<file path="config.mk">
export PLATFORM = sky130hd
export DESIGN_NAME = rvc_instruction_expander_top_flat
export DESIGN_NICKNAME = d
export VERILOG_FILES = /design/src/rtl/core/cexp_pkg.sv /design/src/rtl/core/cexp_in_if.sv /design/src/rtl/core/cexp_out_if.sv /design/src/rtl/core/rvc_instruction_expander_top.sv /design/src/rtl/core/cexp_decode.sv /design/src/rtl/core/cexp_encode.sv /design/src/flat_wrapper.sv
export SDC_FILE = /design/constraint.sdc
export NUM_CORES = 1
export LEC_CHECK = 0
export BUFFER_PORTS_ARGS = -buffer_cell sky130_fd_sc_hd__buf_2
export CORE_MARGIN = 2
export CORE_UTILIZATION = 59
export DETAILED_ROUTE_END_ITERATION = 10
export MAX_ROUTING_LAYER = met4
export PLACE_DENSITY = 0.9
export SLEW_MARGIN = 20
export SYNTH_ARGS = -nofsm -noshare
export SYNTH_HDL_FRONTEND = slang
export SYNTH_SLANG_ARGS = --single-unit
</file>
<file path="constraint.sdc">
create_clock -name clk -period 2.9 [get_ports clk]
set_input_delay 0.29 -clock clk [delete_from_list [all_inputs] [get_ports clk]]
set_output_delay 0.29 -clock clk [all_outputs]
set_load 0.02 [all_outputs]
</file>
<file path="src/rtl/core/cexp_pkg.sv">
// ----------------------------------------------------------------------------
// cexp_pkg
// shared codes, decoded-instruction struct and encoder formats for the
// compressed instruction expander
// ----------------------------------------------------------------------------
`timescale 1ns / 1ps
`default_nettype none

package cexp_pkg;

	// widths
	localparam int unsigned CWORD_W = 16;
	localparam int unsigned XWORD_W = 32;
	localparam int unsigned IMM_W   = 21;

	// quadrants
	localparam logic [1:0] QUAD_C0 = 2'd0;
	localparam logic [1:0] QUAD_C1 = 2'd1;
	localparam logic [1:0] QUAD_C2 = 2'd2;
	localparam logic [1:0] QUAD_NC = 2'd3;

	// compressed funct3, quadrant 0
	localparam logic [2:0] C0_ADDI4SPN = 3'd0;
	localparam logic [2:0] C0_LW       = 3'd2;
	localparam logic [2:0] C0_SW       = 3'd6;

	// compressed funct3, quadrant 1
	localparam logic [2:0] C1_ADDI  = 3'd0;
	localparam logic [2:0] C1_JAL   = 3'd1;
	localparam logic [2:0] C1_LI    = 3'd2;
	localparam logic [2:0] C1_LUI   = 3'd3;
	localparam logic [2:0] C1_ARITH = 3'd4;
	localparam logic [2:0] C1_J     = 3'd5;
	localparam logic [2:0] C1_BEQZ  = 3'd6;
	localparam logic [2:0] C1_BNEZ  = 3'd7;

	// arithmetic group selector, bits 11:10
	localparam logic [1:0] AR_SRLI = 2'd0;
	localparam logic [1:0] AR_SRAI = 2'd1;
	localparam logic [1:0] AR_ANDI = 2'd2;
	localparam logic [1:0] AR_REG  = 2'd3;

	// register-register group selector, bits 6:5
	localparam logic [1:0] RR_SUB = 2'd0;
	localparam logic [1:0] RR_XOR = 2'd1;
	localparam logic [1:0] RR_OR  = 2'd2;
	localparam logic [1:0] RR_AND = 2'd3;

	// compressed funct3, quadrant 2
	localparam logic [2:0] C2_SLLI = 3'd0;
	localparam logic [2:0] C2_LWSP = 3'd2;
	localparam logic [2:0] C2_JR   = 3'd4;
	localparam logic [2:0] C2_SWSP = 3'd6;

	// base opcodes
	localparam logic [6:0] OPC_LOAD   = 7'h03;
	localparam logic [6:0] OPC_OPIMM  = 7'h13;
	localparam logic [6:0] OPC_STORE  = 7'h23;
	localparam logic [6:0] OPC_OP     = 7'h33;
	localparam logic [6:0] OPC_LUI    = 7'h37;
	localparam logic [6:0] OPC_BRANCH = 7'h63;
	localparam logic [6:0] OPC_JALR   = 7'h67;
	localparam logic [6:0] OPC_JAL    = 7'h6F;

	// base funct3
	localparam logic [2:0] F3_ADD = 3'd0;
	localparam logic [2:0] F3_SLL = 3'd1;
	localparam logic [2:0] F3_W   = 3'd2;
	localparam logic [2:0] F3_XOR = 3'd4;
	localparam logic [2:0] F3_SR  = 3'd5;
	localparam logic [2:0] F3_OR  = 3'd6;
	localparam logic [2:0] F3_AND = 3'd7;
	localparam logic [2:0] F3_BEQ = 3'd0;
	localparam logic [2:0] F3_BNE = 3'd1;

	// base funct7
	localparam logic [6:0] F7_BASE = 7'h00;
	localparam logic [6:0] F7_ALT  = 7'h20;

	// fixed registers
	localparam logic [4:0] REG_ZERO = 5'd0;
	localparam logic [4:0] REG_RA   = 5'd1;
	localparam logic [4:0] REG_SP   = 5'd2;

	typedef enum logic [2:0] {
		FMT_ILL,
		FMT_I,
		FMT_S,
		FMT_R,
		FMT_J,
		FMT_B,
		FMT_U
	} fmt_t;

	typedef struct packed {
		fmt_t             fmt;
		logic [6:0]       opc;
		logic [2:0]       f3;
		logic [6:0]       f7;
		logic [4:0]       rd;
		logic [4:0]       rs1;
		logic [4:0]       rs2;
		logic [IMM_W-1:0] imm;
	} dec_t;

endpackage

`default_nettype wire

</file>
<file path="src/rtl/core/cexp_in_if.sv">
// ----------------------------------------------------------------------------
// cexp_in_if
// request channel carrying one compressed halfword
// ----------------------------------------------------------------------------
`timescale 1ns / 1ps
`default_nettype none

interface cexp_in_if
	import cexp_pkg::*;
();
	logic               valid;
	logic               ready;
	logic [CWORD_W-1:0] compressed_word;

	modport source (output valid, output compressed_word, input ready);
	modport sink (input valid, input compressed_word, output ready);
endinterface

`default_nettype wire

</file>
<file path="src/rtl/core/cexp_out_if.sv">
// ----------------------------------------------------------------------------
// cexp_out_if
// request channel carrying one expanded instruction and its illegal flag
// ----------------------------------------------------------------------------
`timescale 1ns / 1ps
`default_nettype none

interface cexp_out_if
	import cexp_pkg::*;
();
	logic               valid;
	logic               ready;
	logic [XWORD_W-1:0] expanded_word;
	logic               illegal;

	modport source (output valid, output expanded_word, output illegal, input ready);
	modport sink (input valid, input expanded_word, input illegal, output ready);
endinterface

`default_nettype wire

</file>
<file path="src/rtl/core/rvc_instruction_expander_top.sv">
// ----------------------------------------------------------------------------
// rvc_instruction_expander_top
// path: capture, decode and output registers in order from an accepted request to its result on issue
// throughput: one halfword per cycle while issue does not stall; three pipeline stages, one request each
// reset: arst_n clears the stage valid bits, the pipeline comes up empty
// ----------------------------------------------------------------------------
`timescale 1ns / 1ps
`default_nettype none

module rvc_instruction_expander_top
	import cexp_pkg::*;
(
	input  wire logic  clk,
	input  wire logic  arst_n,
	cexp_in_if.sink    fetch,
	cexp_out_if.source issue
);

	// stage 1: captured halfword
	// stage 2: decoded format and operands
	// stage 3: assembled word, also the output register
	logic               valid_s1;
	logic               valid_s2;
	logic               valid_s3;
	logic               ready_s1;
	logic               ready_s2;
	logic               ready_s3;
	logic [CWORD_W-1:0] word_s1;
	dec_t               dec_s2;
	logic [XWORD_W-1:0] xword_s3;
	logic               bad_s3;

	dec_t               dec_d;
	logic [XWORD_W-1:0] xword_d;
	logic               bad_d;

	// a stage takes a new request when empty or when its content moves on
	assign ready_s3    = !valid_s3 || issue.ready;
	assign ready_s2    = !valid_s2 || ready_s3;
	assign ready_s1    = !valid_s1 || ready_s2;
	assign fetch.ready = ready_s1;

	// field extraction and classification, between stage 1 and stage 2
	cexp_decode u_decode (
		.cword (word_s1),
		.dec   (dec_d)
	);

	// word assembly, between stage 2 and stage 3
	cexp_encode u_encode (
		.dec   (dec_s2),
		.xword (xword_d),
		.bad   (bad_d)
	);

	// valid bits
	always_ff @(posedge clk or negedge arst_n) begin
		if (!arst_n) begin
			valid_s1 <= 1'b0;
			valid_s2 <= 1'b0;
			valid_s3 <= 1'b0;
		end else begin
			if (ready_s1) valid_s1 <= fetch.valid;
			if (ready_s2) valid_s2 <= valid_s1;
			if (ready_s3) valid_s3 <= valid_s2;
		end
	end

	// payload, loaded only when a request enters the stage
	always_ff @(posedge clk) begin
		if (ready_s1 && fetch.valid) word_s1 <= fetch.compressed_word;
		if (ready_s2 && valid_s1) dec_s2 <= dec_d;
		if (ready_s3 && valid_s2) begin
			xword_s3 <= xword_d;
			bad_s3   <= bad_d;
		end
	end

	assign issue.valid         = valid_s3;
	assign issue.expanded_word = xword_s3;
	assign issue.illegal       = bad_s3;

	// an illegal result carries an all-zero word
	a_illegal_zero: assert property (@(posedge clk) disable iff (!arst_n)
		issue.valid && issue.illegal |-> issue.expanded_word == '0)
		else $error("illegal result with nonzero word");

	// a legal result is always a full-length base instruction
	a_legal_full: assert property (@(posedge clk) disable iff (!arst_n)
		issue.valid && !issue.illegal |-> issue.expanded_word[1:0] == QUAD_NC)
		else $error("legal result without 32-bit opcode");

	// the all-zero halfword decodes to the illegal format
	a_zero_word: assert property (@(posedge clk) disable iff (!arst_n)
		valid_s1 && ready_s2 && word_s1 == '0 |=> valid_s2 && dec_s2.fmt == FMT_ILL)
		else $error("zero halfword not flagged");

	// a stalled output stage keeps its request
	a_hold_s3: assert property (@(posedge clk) disable iff (!arst_n)
		valid_s3 && !issue.ready |=> valid_s3 && $stable(xword_s3) && $stable(bad_s3))
		else $error("output stage lost its request under stall");

endmodule

`default_nettype wire

</file>
<file path="src/rtl/core/cexp_decode.sv">
// ----------------------------------------------------------------------------
// cexp_decode
// classifies a compressed halfword and extracts base-format operands
// ----------------------------------------------------------------------------
`timescale 1ns / 1ps
`default_nettype none

module cexp_decode
	import cexp_pkg::*;
(
	input  wire logic [CWORD_W-1:0] cword,
	output dec_t                    dec
);

	logic [1:0]       quad;
	logic [2:0]       f3c;
	logic             b12;
	logic [4:0]       rdf;
	logic [4:0]       rs2f;
	logic [4:0]       rlo;
	logic [4:0]       rhi;
	logic [IMM_W-1:0] imm_ci;
	logic [IMM_W-1:0] imm_cl;
	logic [IMM_W-1:0] imm_4spn;
	logic [IMM_W-1:0] imm_cj;
	logic [IMM_W-1:0] imm_cb;
	logic [IMM_W-1:0] imm_16sp;
	logic [IMM_W-1:0] imm_lwsp;
	logic [IMM_W-1:0] imm_swsp;
	logic [2:0]       rr_f3;

	assign quad = cword[1:0];
	assign f3c  = cword[15:13];
	assign b12  = cword[12];
	assign rdf  = cword[11:7];
	assign rs2f = cword[6:2];
	assign rlo  = {2'b01, cword[4:2]};
	assign rhi  = {2'b01, cword[9:7]};

	assign imm_ci   = {{15{cword[12]}}, cword[12], cword[6:2]};
	assign imm_cl   = {14'd0, cword[5], cword[12:10], cword[6], 2'd0};
	assign imm_4spn = {11'd0, cword[10:7], cword[12:11], cword[6], cword[5], 2'd0};
	assign imm_cj   = {{9{cword[12]}}, cword[12], cword[8], cword[10:9], cword[6],
		cword[7], cword[2], cword[11], cword[5:3], 1'b0};
	assign imm_cb   = {{12{cword[12]}}, cword[12], cword[6:5], cword[2], cword[11:10],
		cword[4:3], 1'b0};
	assign imm_16sp = {{11{cword[12]}}, cword[12], cword[4:3], cword[5], cword[2],
		cword[6], 4'd0};
	assign imm_lwsp = {13'd0, cword[3:2], cword[12], cword[6:4], 2'd0};
	assign imm_swsp = {13'd0, cword[8:7], cword[12:9], 2'd0};

	// sub, xor, or, and
	always_comb begin
		unique case (cword[6:5])
			RR_SUB:  rr_f3 = F3_ADD;
			RR_XOR:  rr_f3 = F3_XOR;
			RR_OR:   rr_f3 = F3_OR;
			RR_AND:  rr_f3 = F3_AND;
			default: rr_f3 = F3_ADD;
		endcase
	end

	always_comb begin
		dec     = '0;
		dec.fmt = FMT_ILL;
		unique case (quad)
			QUAD_C0: begin
				if (cword != '0) begin
					unique case (f3c)
						C0_ADDI4SPN: begin
							dec.fmt = FMT_I; dec.opc = OPC_OPIMM; dec.f3 = F3_ADD;
							dec.rd = rlo; dec.rs1 = REG_SP; dec.imm = imm_4spn;
						end
						C0_LW: begin
							dec.fmt = FMT_I; dec.opc = OPC_LOAD; dec.f3 = F3_W;
							dec.rd = rlo; dec.rs1 = rhi; dec.imm = imm_cl;
						end
						C0_SW: begin
							dec.fmt = FMT_S; dec.opc = OPC_STORE; dec.f3 = F3_W;
							dec.rs1 = rhi; dec.rs2 = rlo; dec.imm = imm_cl;
						end
						default: dec.fmt = FMT_ILL;
					endcase
				end
			end
			QUAD_C1: begin
				unique case (f3c)
					C1_ADDI: begin
						dec.fmt = FMT_I; dec.opc = OPC_OPIMM; dec.f3 = F3_ADD;
						dec.rd = rdf; dec.rs1 = rdf; dec.imm = imm_ci;
					end
					C1_JAL: begin
						dec.fmt = FMT_J; dec.opc = OPC_JAL; dec.rd = REG_RA; dec.imm = imm_cj;
					end
					C1_LI: begin
						dec.fmt = FMT_I; dec.opc = OPC_OPIMM; dec.f3 = F3_ADD;
						dec.rd = rdf; dec.rs1 = REG_ZERO; dec.imm = imm_ci;
					end
					C1_LUI: begin
						if (rdf == REG_SP) begin
							if (imm_16sp != '0) begin
								dec.fmt = FMT_I; dec.opc = OPC_OPIMM; dec.f3 = F3_ADD;
								dec.rd = REG_SP; dec.rs1 = REG_SP; dec.imm = imm_16sp;
							end
						end else if (rdf != REG_ZERO && {b12, rs2f} != '0) begin
							dec.fmt = FMT_U; dec.opc = OPC_LUI; dec.rd = rdf; dec.imm = imm_ci;
						end
					end
					C1_ARITH: begin
						unique case (cword[11:10])
							AR_SRLI, AR_SRAI: begin
								dec.fmt = FMT_R; dec.opc = OPC_OPIMM; dec.f3 = F3_SR;
								dec.rd = rhi; dec.rs1 = rhi; dec.rs2 = rs2f;
								dec.f7 = (cword[11:10] == AR_SRAI) ? F7_ALT : F7_BASE;
							end
							AR_ANDI: begin
								dec.fmt = FMT_I; dec.opc = OPC_OPIMM; dec.f3 = F3_AND;
								dec.rd = rhi; dec.rs1 = rhi; dec.imm = imm_ci;
							end
							AR_REG: begin
								if (!b12) begin
									dec.fmt = FMT_R; dec.opc = OPC_OP; dec.f3 = rr_f3;
									dec.rd = rhi; dec.rs1 = rhi; dec.rs2 = rlo;
									dec.f7 = (cword[6:5] == RR_SUB) ? F7_ALT : F7_BASE;
								end
							end
							default: dec.fmt = FMT_ILL;
						endcase
					end
					C1_J: begin
						dec.fmt = FMT_J; dec.opc = OPC_JAL; dec.rd = REG_ZERO; dec.imm = imm_cj;
					end
					C1_BEQZ, C1_BNEZ: begin
						dec.fmt = FMT_B; dec.opc = OPC_BRANCH; dec.rs1 = rhi;
						dec.rs2 = REG_ZERO; dec.imm = imm_cb;
						dec.f3 = (f3c == C1_BNEZ) ? F3_BNE : F3_BEQ;
					end
					default: dec.fmt = FMT_ILL;
				endcase
			end
			QUAD_C2: begin
				unique case (f3c)
					C2_SLLI: begin
						dec.fmt = FMT_R; dec.opc = OPC_OPIMM; dec.f3 = F3_SLL;
						dec.rd = rdf; dec.rs1 = rdf; dec.rs2 = rs2f; dec.f7 = F7_BASE;
					end
					C2_LWSP: begin
						if (rdf != REG_ZERO) begin
							dec.fmt = FMT_I; dec.opc = OPC_LOAD; dec.f3 = F3_W;
							dec.rd = rdf; dec.rs1 = REG_SP; dec.imm = imm_lwsp;
						end
					end
					C2_JR: begin
						if (rs2f == REG_ZERO) begin
							// jr / jalr
							if (rdf != REG_ZERO) begin
								dec.fmt = FMT_I; dec.opc = OPC_JALR; dec.f3 = F3_ADD;
								dec.rd = b12 ? REG_RA : REG_ZERO; dec.rs1 = rdf;
							end
						end else if (!b12 || rdf != REG_ZERO) begin
							// mv / add
							dec.fmt = FMT_R; dec.opc = OPC_OP; dec.f3 = F3_ADD;
							dec.rd = rdf; dec.rs1 = b12 ? rdf : REG_ZERO;
							dec.rs2 = rs2f; dec.f7 = F7_BASE;
						end
					end
					C2_SWSP: begin
						dec.fmt = FMT_S; dec.opc = OPC_STORE; dec.f3 = F3_W;
						dec.rs1 = REG_SP; dec.rs2 = rs2f; dec.imm = imm_swsp;
					end
					default: dec.fmt = FMT_ILL;
				endcase
			end
			QUAD_NC: dec.fmt = FMT_ILL;
			default: dec.fmt = FMT_ILL;
		endcase
	end

endmodule

`default_nettype wire

</file>
<file path="src/rtl/core/cexp_encode.sv">
// ----------------------------------------------------------------------------
// cexp_encode
// packs decoded operands into a 32-bit base instruction word
// ----------------------------------------------------------------------------
`timescale 1ns / 1ps
`default_nettype none

module cexp_encode
	import cexp_pkg::*;
(
	input  dec_t                    dec,
	output logic [XWORD_W-1:0]      xword,
	output logic                    bad
);

	always_comb begin
		bad = 1'b0;
		unique case (dec.fmt)
			FMT_I: xword = {dec.imm[11:0], dec.rs1, dec.f3, dec.rd, dec.opc};
			FMT_S: xword = {dec.imm[11:5], dec.rs2, dec.rs1, dec.f3, dec.imm[4:0], dec.opc};
			FMT_R: xword = {dec.f7, dec.rs2, dec.rs1, dec.f3, dec.rd, dec.opc};
			FMT_J: xword = {dec.imm[20], dec.imm[10:1], dec.imm[11], dec.imm[19:12],
				dec.rd, dec.opc};
			FMT_B: xword = {dec.imm[12], dec.imm[10:5], dec.rs2, dec.rs1, dec.f3,
				dec.imm[4:1], dec.imm[11], dec.opc};
			FMT_U: xword = {dec.imm[19:0], dec.rd, dec.opc};
			default: begin
				xword = '0;
				bad   = 1'b1;
			end
		endcase
	end

endmodule

`default_nettype wire

</file>
<file path="src/flat_wrapper.sv">
// flat-port wrapper written by rule: the top's interface ports become plain ports
module rvc_instruction_expander_top_flat import cexp_pkg::*;
  (clk, arst_n, fetch_valid, fetch_compressed_word, fetch_ready, issue_valid, issue_expanded_word, issue_illegal, issue_ready);
  cexp_in_if fetch_i ();
  cexp_out_if issue_i ();
  input  wire logic clk;
  input  wire logic arst_n;
  input wire logic [$bits(fetch_i.valid)-1:0] fetch_valid;
  input wire logic [$bits(fetch_i.compressed_word)-1:0] fetch_compressed_word;
  output wire logic [$bits(fetch_i.ready)-1:0] fetch_ready;
  output wire logic [$bits(issue_i.valid)-1:0] issue_valid;
  output wire logic [$bits(issue_i.expanded_word)-1:0] issue_expanded_word;
  output wire logic [$bits(issue_i.illegal)-1:0] issue_illegal;
  input wire logic [$bits(issue_i.ready)-1:0] issue_ready;
  assign fetch_i.valid = fetch_valid;
  assign fetch_i.compressed_word = fetch_compressed_word;
  assign fetch_ready = fetch_i.ready;
  assign issue_valid = issue_i.valid;
  assign issue_expanded_word = issue_i.expanded_word;
  assign issue_illegal = issue_i.illegal;
  assign issue_i.ready = issue_ready;
  rvc_instruction_expander_top u_core (.clk(clk), .arst_n(arst_n), .fetch(fetch_i), .issue(issue_i));
endmodule
</file>
### Word level (Yosys, flattened, before mapping)

Index checks and enable logic that the tools add are counted.

| storage, ports and cells | value |
|---|---|
| bits in registers | 108 |
| word-level logic and storage cells | 127 |

| operators by class | value |
|---|---|
| eq/ne operators | 23 |
| multiplexer cells | 61 |
| reduce and logical (&&, ||, !) cells | 29 |

Operator list:

| operator | number |
|---|---|
| 32-bit case mux with 6 select lines | 1 |
| 36-bit case mux with 3 select lines | 1 |
| 21-bit case mux with 5 select lines | 1 |
| 21-bit 2-to-1 mux | 4 |
| 34-bit 2-to-1 mux | 2 |
| 5-bit case mux with 4 select lines | 3 |
| 10-bit case mux with 5 select lines | 1 |
| 21-bit case mux with 2 select lines | 1 |
| 10-bit 2-to-1 mux | 4 |
| 10-bit case mux with 2 select lines | 2 |
| 10-bit case mux with 4 select lines | 1 |
| 13-bit case mux with 3 select lines | 1 |
| 35-bit 2-to-1 mux | 1 |
| 11-bit 2-to-1 mux | 3 |
| 5-bit 2-to-1 mux | 6 |
| 10-bit case mux with 3 select lines | 1 |
| 7-bit 2-to-1 mux | 4 |
| 7-bit case mux with 2 select lines | 2 |
| 9-bit case mux with 3 select lines | 1 |
| 3-bit case mux with 4 select lines | 2 |
| 3-bit == test, second input constant | 7 |
| 21-bit nonzero test | 1 |
| 5-bit case mux with 2 select lines | 2 |
| 6-bit 2-to-1 mux | 3 |
| 28 further kinds | 58 |

### Logic depth before layout (Yosys ltp)

Gate-level depths: netlist of the first run.

| depth | value |
|---|---|
| word-level depth | 6 |
| gate-level depth with buffers | 7 |

### Cells and area by module

A second synthesis of the first run with hierarchy kept.

| unflattened totals | value |
|---|---|
| cell total of the unflattened synthesis | 501 |
| area, all modules | 5774.3 um2 |

Modules (own cells, without submodules):

| module | sequential area each (um2) | instances | area each (um2) | cells an instance |
|---|---|---|---|---|
| rvc_instruction_expander_top | 3228.1 | 1 | 3298.2 | 117 |
| cexp_decode | 0.0 | 1 | 1590.3 | 264 |
| cexp_encode | 0.0 | 1 | 885.8 | 120 |

### Worst setup path before layout of the first run

Ideal clock, no wire load.

| timing | value |
|---|---|
| path type | register -> register |
| start | register u_core.word_s1[10] |
| end | register u_core.dec_s2[27] in the netlist's numbering, data pin |
| path slack | 0.720 ns |
| period minus slack after synthesis | 2.180 ns |
| required time | 2.637 ns |
| data arrival time | 1.917 ns |
| path buffers | 1 |
| stages on the path, launching flop included | 7 |
| path through | edfxtp_1 -> or4_4 -> buf_6 -> o21ai_2 -> nand3_1 -> a31o_1 -> a2111o_1 |

RTL lines:

| what | line | RTL |
|---|---|---|
| start: declaration | rvc_instruction_expander_top.sv:28 | `logic [CWORD_W-1:0] word_s1;` |
| start signal: assignment | rvc_instruction_expander_top.sv:71 | `if (ready_s1 && fetch.valid) word_s1 <= fetch.compressed_word;` |
| end signal: assignment | rvc_instruction_expander_top.sv:72 | `if (ready_s2 && valid_s1) dec_s2 <= dec_d;` |
| end: declaration | rvc_instruction_expander_top.sv:29 | `dec_t dec_s2;` |

==> results of run 1 <==
==> cell families (layout without fill, tap and decap cells) <==
group           Yosys count  in the layout
flops                    91             91
buf+inv                  52            115
mux                       6              6
simple gates            159            159
compound gates          162            162
==> report_power, final <==
| part | switching (mW) | internal, mW | total, mW |
|---|---|---|---|
| combinational | 0.435 | 0.228 | 0.663 |
| sequential | 0.119 | 1.63 | 1.75 |
| clock | 0.493 | 0.405 | 0.898 |
==> per-layer routing <==
| metal | vias up | routed length (µm) | GRT usage |
|---|---|---|---|
| met5 | - | 0 | - |
| met4 | 0 | 1030 | 0.229 |
| met3 | 80 | 1490 | 0.0766 |
| met2 | 355 | 7130 | 0.553 |
| met1 | 2023 | 5540 | 0.441 |
| li1 | 1903 | - | - |
==> placed cells by master, fill, tap and decap left out, types with 9 or more instances in the layout <==
| master | netlist | final |
|---|---|---|
| edfxtp_1 | 88 | 88 |
| buf_2 | 1 | 54 |
| nand2_1 | 46 | 46 |
| a21oi_1 | 46 | 46 |
| o21ai_0 | 36 | 36 |
| nor2_1 | 30 | 30 |
| buf_4 | 1 | 28 |
| and3_1 | 19 | 19 |
| inv_1 | 17 | 17 |
| nand3_1 | 12 | 12 |
| nand2b_1 | 11 | 11 |
| nor2b_1 | 10 | 10 |
| and2_1 | 10 | 10 |
| clkbuf_8 | 0 | 9 |
==> area by class of cell <==
type,instances,area [µm²]
Multi-Input combinational cell,327,1950
Clock buffer,9,124
Fill cell,599,2580
Sequential cell,91,2720
Inverter,17,63.8
Tap cell,105,131
Timing Repair Buffer,83,490
Clock inverter,6,73.8
==> metrics by stage <==
| step | hold slack (ns) | std cells | worst slack (ns) | util | cell area (µm²) |
|---|---|---|---|---|---|
| 2_1_floorplan | -0.00559 | 470 | 0.720 | - | 4880 |
| 3_3_place_gp | 0.0856 | 622 | 0.439 | 0.657 | 5350 |
| 3_5_place_dp | 0.0894 | 622 | 0.467 | 0.657 | 5350 |
| 4_1_cts | 0.0909 | 638 | 0.475 | 0.683 | 5550 |
| 5_1_grt | 0.0820 | 638 | 0.322 | 0.683 | 5550 |
| 6_report | 0.0920 | 638 | 0.402 | 0.683 | 5550 |
==> sequential cells by signal (all words and copies together) (netlist names) <==
name and cells:
u_core.dec_s2 40, u_core.issue.expanded_word 31, u_core.word_s1 16, u_core.issue.illegal 1, u_core.issue.valid 1, u_core.valid_s1 1
u_core.valid_s2 1
==> worst paths after layout <==
check / to / depth (start not counted) / slack [ns]
setup / recovery: u_core.dec_s2[27] / 6 / 0.40
hold / removal: u_core.word_s1[8] / 1 / 0.09
setup reg to reg: u_core.dec_s2[27] / 6 / 0.40
hold reg to reg: u_core.valid_s2 / 1 / 0.49
max in group asynchronous: u_core.issue.valid / 2 / 2.55
min in group asynchronous: u_core.valid_s2 / 2 / 0.24
==> critical path: stages, from the launching register on <==
cell and delay [ns]:
edfxtp_1 0.57, nor3_1 0.45, nand2_1 0.33, o21ai_1 0.30, buf_4 0.19, nand2_1 0.06
a2111o_1 0.34
==> out/qor.txt, run 1 <==
Clock tree buffer depth: 2
Initial antenna violation count: 0
FF+latch count, synth: 91
Drt via density: 6.84
Tmin final: 2.50 ns
Data arrival, critical path: 2.62 ns
CP endpoint kind: flip-flop
Tightest Hold Check Type: primary input to flip-flop
Antenna-violating nets left: 0
Mux share of post-synthesis cell area: 0.0123
Mean Syn Cell Area: 10.4 µm²
Xor/xnor share of the synthesized area: 0
GRT Total Usage: 0.363
RSZ-0062 raised after global routing: false
CP required: 3.02 ns
Clk slew on worst S/H paths: 0.10 ns
Slew @ Worst Pin: 0.761 ns
I/O Buffers: 54
Distinct cells, synth: 64
Core area: 8130 µm²
Max-cap viol count: 0
Post-synth EDFFs: 88
Number of DRC markers in iteration 0: 782
Routed len/inst: 23.8 µm
CTS tree: yes
Most numerous cell in the Yosys netlist: edfxtp_1
Largest net degree at the start of global routing: 41
H-tree levels: 3
Max Freq: 400 MHz
Root Driver: clkbuf_8
Hold_sp: fetch_compressed_word[8]
CTS Hold Buffers Added: 1
# nets final: 549
Max Clock Skew: 0.0131 ns
Crit share post-route: 0.861
Slew headroom: 0.492
DP HPWL: 11.2 mm
CTS Buf Count: 9
Leakage: 2.22 nW
PD cells: 596 nW/µm²
CTS resizes: 0
Startpoint types: flip-flop
Die width: 94.9 µm
Die area: 9010 µm²
Total gr overflow: 0
Yosys top cell by area: edfxtp_1
Synth Area in Compound Gates: 0.219
# Post-CTS Setup Buffers: 0
First-pass GRT wire length: 23.2 mm
Adder-cell share of the synthesized area: 0
Post-synthesis cell count: 470
Vias: 4361
ANT cells: 0
Row count: 33
Initial Util: 0.600
Clk_lat worst skew: 0.37 ns
Vias in the first global route: 4311
Residual DRC: 0
Clock sink count: 91
Crit Path Class: flip-flop to flip-flop
Synth top area cells: edfxtp_1, a21oi_1, o21ai_0
Share of layout cells above drive strength 1: 0.201
Synthesized area: 4880 µm²
Post-synthesis simple-gate area fraction: 0.169
Top_reg_cell synth: edfxtp_1
Final WL: 15.2 mm
Largest family of logic cells by synthesized area: compound AO/OA/AOI/OAI gates
# IOs: 55
Commonest cells post-synth: edfxtp_1, a21oi_1, nand2_1, o21ai_0
Final setup vio count: 0
Initial DRT Pass Iterations: 8
Max VDD drop: 0.000291 V
Synth async-reset ratio: 0.0330
Crit Path Max Fanout: 9
Seq/Total Area, Yosys: 0.557
Total negative slack: 0 ns
Syn nets: 490
Die Ht: 94.9 µm
Syn. warnings: 0
Area Overhead vs Synth: 13.8%
Final Hold Fails: 0
FF-to-FF Start: u_core.word_s1[12]
Pins Over Slew Limit: 0
Start point of the critical path: u_core.word_s1[12]
Total Power Consumption: 3.31 mW
Status: finished clean
RePlAce Congestion: 1.12
Yosys top cell area share: 0.542
(Power assumes the default switching activity.)
==> inputs of run 2 (changes only) <==
--- a/config.mk
+++ b/config.mk
@@ -8,6 +8,7 @@
 export BUFFER_PORTS_ARGS = -buffer_cell sky130_fd_sc_hd__buf_2
 export CORE_MARGIN = 2
 export CORE_UTILIZATION = 59
+export CTS_BUF_LIST = sky130_fd_sc_hd__clkbuf_16
 export DETAILED_ROUTE_END_ITERATION = 10
 export MAX_ROUTING_LAYER = met4
 export PLACE_DENSITY = 0.9
==> out/qor.txt, run 2 (synthesized netlist as in run 1, its figures left out) <==
Status: finished clean
# Post-CTS Setup Buffers: 0 (unchanged)
Vias in the first global route: 4313 (+0.046%)
Share of layout cells above drive strength 1: 0.201 (unchanged)
Tmin final: 2.47 ns (-0.0259 ns)
First-pass GRT wire length: 23.6 mm (+1.9%)
Post-route cell area: 5660 µm² (+1.8%)
Leakage: 2.26 nW (+2.1%)
Clock sink count: 91 (unchanged)
Crit Path Class: flip-flop to flip-flop
Pins Over Slew Limit: 0 (unchanged)
Clock tree buffer depth: 2 (unchanged)
Max Clock Skew: 0.00528 ns (-0.00779 ns)
H-tree levels: 3 (unchanged)
CTS tree: yes
Initial Util: 0.600 (unchanged)
Total negative slack: 0 ns (unchanged)
Final Hold Fails: 0 (unchanged)
Drt via density: 6.95 (+1.7%)
Dpl cells: 622 (unchanged)
Tightest Hold Check Type: primary input to flip-flop
Crit share post-route: 0.852 (-0.00894)
# nets final: 549 (unchanged)
Hold_sp: fetch_compressed_word[8]
Most common cell after layout, fill and taps aside: edfxtp_1
Max Freq: 405 MHz (+1.0%)
Top reg by flops: u_core.dec_s2
I/O Buffers: 54 (unchanged)
# IOs: 55 (unchanged)
Die area: 9010 µm² (unchanged)
Root Driver: clkbuf_16
Clk_lat worst skew: 0.34 ns (-0.03 ns)
RSZ-0062 raised after global routing: false
Slew headroom: 0.484 (-0.00759)
FF-to-FF Start: u_core.word_s1[12]
Number of DRC markers in iteration 0: 827 (+5.8%)
Row count: 33 (unchanged)
Residual DRC: 0 (unchanged)
Antenna-violating nets left: 0 (unchanged)
Crit Path Max Fanout: 9 (unchanged)
Die Ht: 94.9 µm (unchanged)
RePlAce Congestion: 1.12 (unchanged)
CTS Buf Count: 9 (unchanged)
GRT Total Usage: 0.370 (+0.00674)
ANT cells: 0 (unchanged)
WHS Endpoint: u_core.word_s1[8]
Final Util: 0.695 (+0.0125)
Startpoint types: flip-flop
CP endpoint kind: flip-flop
Initial DRT Pass Iterations: 7 (-1)
Post-route insts no fill: 638 (unchanged)
Vias: 4436 (+1.7%)
Routed len/inst: 24.0 µm (+0.90%)
Slew @ Worst Pin: 0.772 ns (+0.0114 ns)
Core area: 8130 µm² (unchanged)
Final setup vio count: 0 (unchanged)
Final WL: 15.3 mm (+0.90%)
Clk slew on worst S/H paths: 0.07 ns (-0.03 ns)
Internal reg-to-reg setup slack: 0.43 ns (+0.03 ns)
Most frequent cells in the layout: edfxtp_1, buf_2, nand2_1, a21oi_1, o21ai_0
Hold Path Cell Cnt: 1 (unchanged)
Initial antenna violation count: 0 (unchanged)
PD cells: 639 nW/µm² (+7.3%)
Fill cells: 581 (-3.0%)
CP required: 2.99 ns (-0.03 ns)
Area Overhead vs Synth: 15.9%
Data arrival, critical path: 2.56 ns (-0.06 ns)
Largest register FFs: 40 (unchanged)
Max VDD drop: 0.000328 V (+13%)
Worst R2R Path Depth: 6 (unchanged)
Largest net degree at the start of global routing: 41 (unchanged)
Max-cap viol count: 0 (unchanged)
DP HPWL: 11.2 mm (unchanged)
Die width: 94.9 µm (unchanged)
Total gr overflow: 0 (unchanged)
Placed inst area: 5350 µm² (unchanged)
Reg-to-reg critical path endpoint: u_core.dec_s2[27]
[run 2: layout make-up]
cell class                 instances  area, µm²  area share
tap                              105        131      0.0232
clock buffer                       9        225      0.0398
sequential                        91       2720       0.481
clock inverter                     6       73.8      0.0131
multi-input combinational        327       1950       0.345
inverter                          17       63.8      0.0113
timing repair buffer              83        490      0.0867
[run 2: how the worst max path moves through the flow]
stage,start,cells after the start,slack [ns],to
global route,u_core.word_s1[12],6,0.34,u_core.dec_s2[27]
global placement,u_core.word_s1[12],6,0.44,u_core.dec_s2[27]
floorplan,u_core.word_s1[10],6,0.72,u_core.dec_s2[27]
CTS,u_core.word_s1[12],6,0.48,u_core.dec_s2[27]
detailed placement,u_core.word_s1[12],6,0.47,u_core.dec_s2[27]
finish,u_core.word_s1[12],6,0.43,u_core.dec_s2[27]
[run 2: repair_timing]
| action | CTS | global route |
|---|---|---|
| hold buffers | 1 | 0 |
| resized for setup | 0 | 0 |
| endpoints found under the hold margin | 3 | 0 |
[run 2: layer usage]
layer	GRT usage	wire length, µm	vias up
met5	-	0	-
met4	0.208	1040	0
met3	0.0694	1700	87
met2	0.585	7170	405
met1	0.446	5420	2041
li1	-	-	1903
[run 2: stage by stage]
step	hold slack [ns]	power [mW]	setup slack, ns
3_5_place_dp	0.0894	2.41	0.467
5_1_grt	0.110	3.73	0.337
4_1_cts	0.118	3.59	0.484
2_1_floorplan	-0.00559	2.16	0.720
6_report	0.120	3.62	0.428
3_3_place_gp	0.0856	2.39	0.439
[run 2: worst max-delay path: stages (launching register included)]
cell	delay (ns)
edfxtp_1	0.58
nor3_1	0.44
nand2_1	0.32
o21ai_1	0.29
buf_4	0.19
nand2_1	0.06
a2111o_1	0.34
[run 2: where the power goes]
group          internal (mW)  switching, mW  leakage, nW
Clock                  0.674          0.527        0.140
Sequential              1.63          0.121        0.906
Combinational          0.228          0.434         1.21
Total                   2.53           1.08         2.26
